$ cat config.mk
export PLATFORM = sky130hd
export DESIGN_NAME = fsie_ram
export DESIGN_NICKNAME = d
export VERILOG_FILES = /design/src/design/fsie_ram.sv
export SDC_FILE = /design/constraint.sdc
export NUM_CORES = 1
export LEC_CHECK = 0
export ABC_AREA = 0
export BUFFER_PORTS_ARGS = -buffer_cell sky130_fd_sc_hd__buf_2
export CORE_MARGIN = 1.5
export CORE_UTILIZATION = 60
export DETAILED_ROUTE_END_ITERATION = 8
export PLACE_DENSITY = 0.84
export SLEW_MARGIN = 20
export SYNTH_ARGS = -nofsm -noshare
export SYNTH_HDL_FRONTEND = slang
export SYNTH_SLANG_ARGS = --single-unit
$ cat constraint.sdc
create_clock -name clk -period 4.82 [get_ports clk]
set_input_delay 0.482 -clock clk [delete_from_list [all_inputs] [get_ports clk]]
set_output_delay 0.482 -clock clk [all_outputs]
set_load 0.005 [all_outputs]
$ cat src/design/fsie_ram.sv
module fsie_ram #(
  parameter int WIDTH = 32,
  parameter int DEPTH = 16,
  localparam int AW = $clog2(DEPTH)
) (
  input  logic             clk,
  input  logic             we,
  input  logic [AW-1:0]    waddr,
  input  logic [WIDTH-1:0] wdata,
  input  logic [AW-1:0]    raddr,
  output logic [WIDTH-1:0] rdata
);

  logic [WIDTH-1:0] mem_r [DEPTH];
  logic [WIDTH-1:0] rdata_r;

  always_ff @(posedge clk) begin
    if (we) begin
      mem_r[waddr] <= wdata;
    end
    rdata_r <= mem_r[raddr];
  end

  assign rdata = rdata_r;

endmodule

# Word-level counts from Yosys, hierarchy flattened
# Memory sizes are Yosys's and may differ from the RTL's. A register that Yosys moved wholly into a read port is not among the register bits.
# Cells that the tools add are included.
totals:
  regBits: 0
  ramBits: 512
  in_bits: 42
  output_inout_bits: 32
  elab_cells: 3
  memories: 1
classes:
  mux: 2
memory_table:
  columns: ["memory", "words", "word_bits", "read_ports", "rd_clocked_by_memory_dff", "write_ports", "line", "text"]
  rows:
  - ["mem_r", 16, 32, 1, 1, 1, "14", "logic [WIDTH-1:0] mem_r [DEPTH];"]
ops:
  columns: ["cell", "n"]
  rows:
  - ["two-way mux 1 bit", 2]

# Longest topological paths before layout
logic_depth:
  word_depth: 2
  depth_mapped: 5
  depth_no_buf: 3

# Worst setup path before layout
# No wires, ideal clock.
synth_timing:
  kind: "input -> register"
  startpoint: "input waddr[2]"
  endpoint: "memory mem_r[0][0] (enable)"
  setup_time_ps: 461
  t_arrival_ps: 3200
  slack_ps: 1158
  cell_stages: 2
  cell_sequence: "or3b_2 nor3_1"
synth_lines:
  columns: ["item", "line", "text"]
  rows:
  - ["start, declared", "8", "input logic [AW-1:0] waddr,"]
  - ["end, declared", "14", null]
# No word-level cell before the write port.

==> flow_summary.json <==
{
  "yosys.area_share.simple_pct": 1.273,
  "route.detailed.drc": 0,
  "reg2reg_slack_ns": 3.34,
  "post_drt_wl_per_cell_um": 31.31,
  "syn_nets": 880,
  "ctsResizeCount": 0,
  "power_density_nw_per_um2": 429.0,
  "finalMaxSlewViolations": 0,
  "postCtsSetupBuffers": 0,
  "place_congestion": 0.7288,
  "synth_area_per_cell_um2": 23.69,
  "track_usage_pct": 27.46,
  "hold-path-cell-count": 1,
  "synth_compound_area_share_pct": 2.420,
  "tritoncts": "done",
  "fill_cells": 1914,
  "area_growth_pct": 13.35,
  "vias": 9339,
  "portBuffers": 73,
  "start_kind": "input port",
  "final_layout_size_suffix_gt1_share_pct": 32.09,
  "clkSinkCount": 544,
  "core_area_um2": 32540,
  "relSlewSlack_pct": 25.67,
  "cp-end-kind": "register",
  "timing.fmax_ghz": 0.4648,
  "syn_area_um2": 19850,
  "postRouteAntennaNets": 0,
  "hold_end": "mem_r[4][19]",
  "synth-xor-area-share_pct": 0,
  "root_buffer": "clkbuf_16",
  "p_leak_nw": 7.246,
  "async_flop_share_pct": 0,
  "antenna_found_initial": 3,
  "hpwl_um": 21020,
  "clkTransAtPathRegs_ns": 0.06,
  "crit_type": "input port to register",
  "via_per_inst": 6.517,
  "synth_fa_ha_area_share_pct": 0,
  "htree_num_levels": 2,
  "grt_pass1_vias": 10000,
  "drtIter0Drc": 1271,
  "dieHeight_um": 184.9,
  "syn-instance-count": 838,
  "fin_setup_tns_ns": 0,
  "synthTopCellsByArea": "edfxtp_1 77%, mux4_2 15%, dfxtp_1 3.2%",
  "netlist.area_leader.share_pct": 77.44,
  "layout.cells.non_filler": 1433,
  "finClkSkew_ns": 0.01337,
  "layout_min_cycle_time_ns": 2.152,
  "synth_top_area_cell": "edfxtp_1",
  "cp.required_ns": 5.26,
  "synth_seq_cells": 544,
  "timing.rr.end": "rdata[16]",
  "grt_overflow": 0,
  "critPathArrivalTime_ns": 2.60,
  "rsz0062_at_grt": "false",
  "wl_um": 44870,
  "worst_pin_slew_ns": 1.115,
  "hold_path_class": "input port to register",
  "fin_nets": 989,
  "cts_hold_buf": 0,
  "yosysMostFrequentCell": "edfxtp_1",
  "fin_crit_sh_pct": 44.64,
  "yosys-top-cells-count": "512 x edfxtp_1, 128 x mux4_2, 64 x a22oi_1, 33 x nand2_1, 32 x dfxtp_1",
  "die_x_um": 184.9,
  "dpl.cell_count": 1335,
  "setup_viol": 0,
  "synth_top_family_by_area": "multiplexers",
  "worstPathMaxFanout": 73,
  "first_pass_iters": 6,
  "yosys_warnings": 0,
  "grt_pass1_wl_um": 65120,
  "clock_latency_ns": 0.56,
  "min_from": "wdata[19]",
  "core.rowCount": 66,
  "synth-seq-area-share_pct": 80.67,
  "cts_made_buffers": 52,
  "start_util_pct": 61.02,
  "die-area_um2": 34190,
  "synth_flop_cell": "edfxtp_1",
  "peakVddDrop_uv": 269.6,
  "hold_viol_final": 0,
  "status": "completed",
  "synth.area.mux_share_pct": 14.52,
  "ff2ff_path_depth": 3,
  "top_level_ports": 74,
  "grt_start_max_net_pins": 74,
  "maxCapViolations": 0,
  "synth-edff-count": 512,
  "ys_types": 18,
  "reg2reg_from": "mem_r[2][16]",
  "clock_path_buffers": 3
}
## worst max path at each step
stage / from / end / slack [ns] / cells after the start
finish: raddr[1] / rdata[5] / 2.67 / 5
global placement: raddr[0] / rdata[9] / 2.16 / 5
detailed placement: raddr[1] / rdata[29] / 2.11 / 5
global route: raddr[0] / rdata[9] / 2.48 / 5
CTS: raddr[0] / rdata[26] / 2.66 / 5
floorplan: waddr[2] / mem_r[0][0] / 1.16 / 2
## worst max-delay path: stages
cell and delay (ns):
buf_4 0.79, buf_4 0.53, mux4_2 0.42, a22oi_1 0.24
nand2_1 0.07
## final cells by class
class | instances | area (um2) | area share (%)
timing repair buffer | 98 | 576.8 | 2.563
clock buffer | 74 | 1455 | 6.466
tap | 442 | 553.0 | 2.457
clock inverter | 21 | 146.4 | 0.6505
multi-input combinational | 251 | 3750 | 16.66
sequential | 544 | 16020 | 71.17
antenna | 3 | 7.507 | 0.03336
## kinds of logic after synthesis
logic type             after synthesis
multiplexers                       128
AND/OR/NAND/NOR                     59
AO/OA/AOI/OAI                       64
flip-flops                         544
buffers and inverters               43
## power breakdown
part	internal (mW)	total [mW]	switching [mW]
Sequential	5.29	5.33	0.0378
Combinational	0.188	0.460	0.273
Clock	2.20	3.87	1.67
Total	7.67	9.65	1.98
## cells in the final DEF, fill, tap and decap left out, drive strengths merged
cell type  count
mux4         128
nand3          1
dfxtp         32
buf           97
a22oi         64
edfxtp       512
nor3           4
diode          3
clkinvlp       1
nor2          13
nand2b         2
and2           1
or3b           1
clkinv        18
nand2         33
bufinv         2
nor2b          2
nand3b         2
clkbuf        75
## flip-flops by register name (all words and copies together), names as in the netlist
| register | cells |
|---|---|
| rdata | 32 |
| mem_r | 512 |
## metal layers
| metal | global-route usage [%] | wire length, um |
|---|---|---|
| met4 | 12.07 | 1819 |
| met2 | 47.98 | 23770 |
| met3 | 4.935 | 3744 |
| met1 | 33.91 | 15520 |
| met5 | 0 | 11 |
## metrics by stage
stage          util, %  setup slack, ns  power, mW  hold WS (ns)  area [um2]
2_1_floorplan        -            1.158      5.669        0.5809       19850
3_3_place_gp     64.22            2.158      5.849        0.6454       20900
3_5_place_dp     64.22            2.108      5.871        0.6610       20900
4_1_cts          69.14            2.659      9.683        0.2791       22500
5_1_grt          69.15            2.475      9.904        0.2827       22500
6_report         69.17            2.668      9.654        0.2856       22500
No activity file was read; power rests on OpenSTA's default activity.
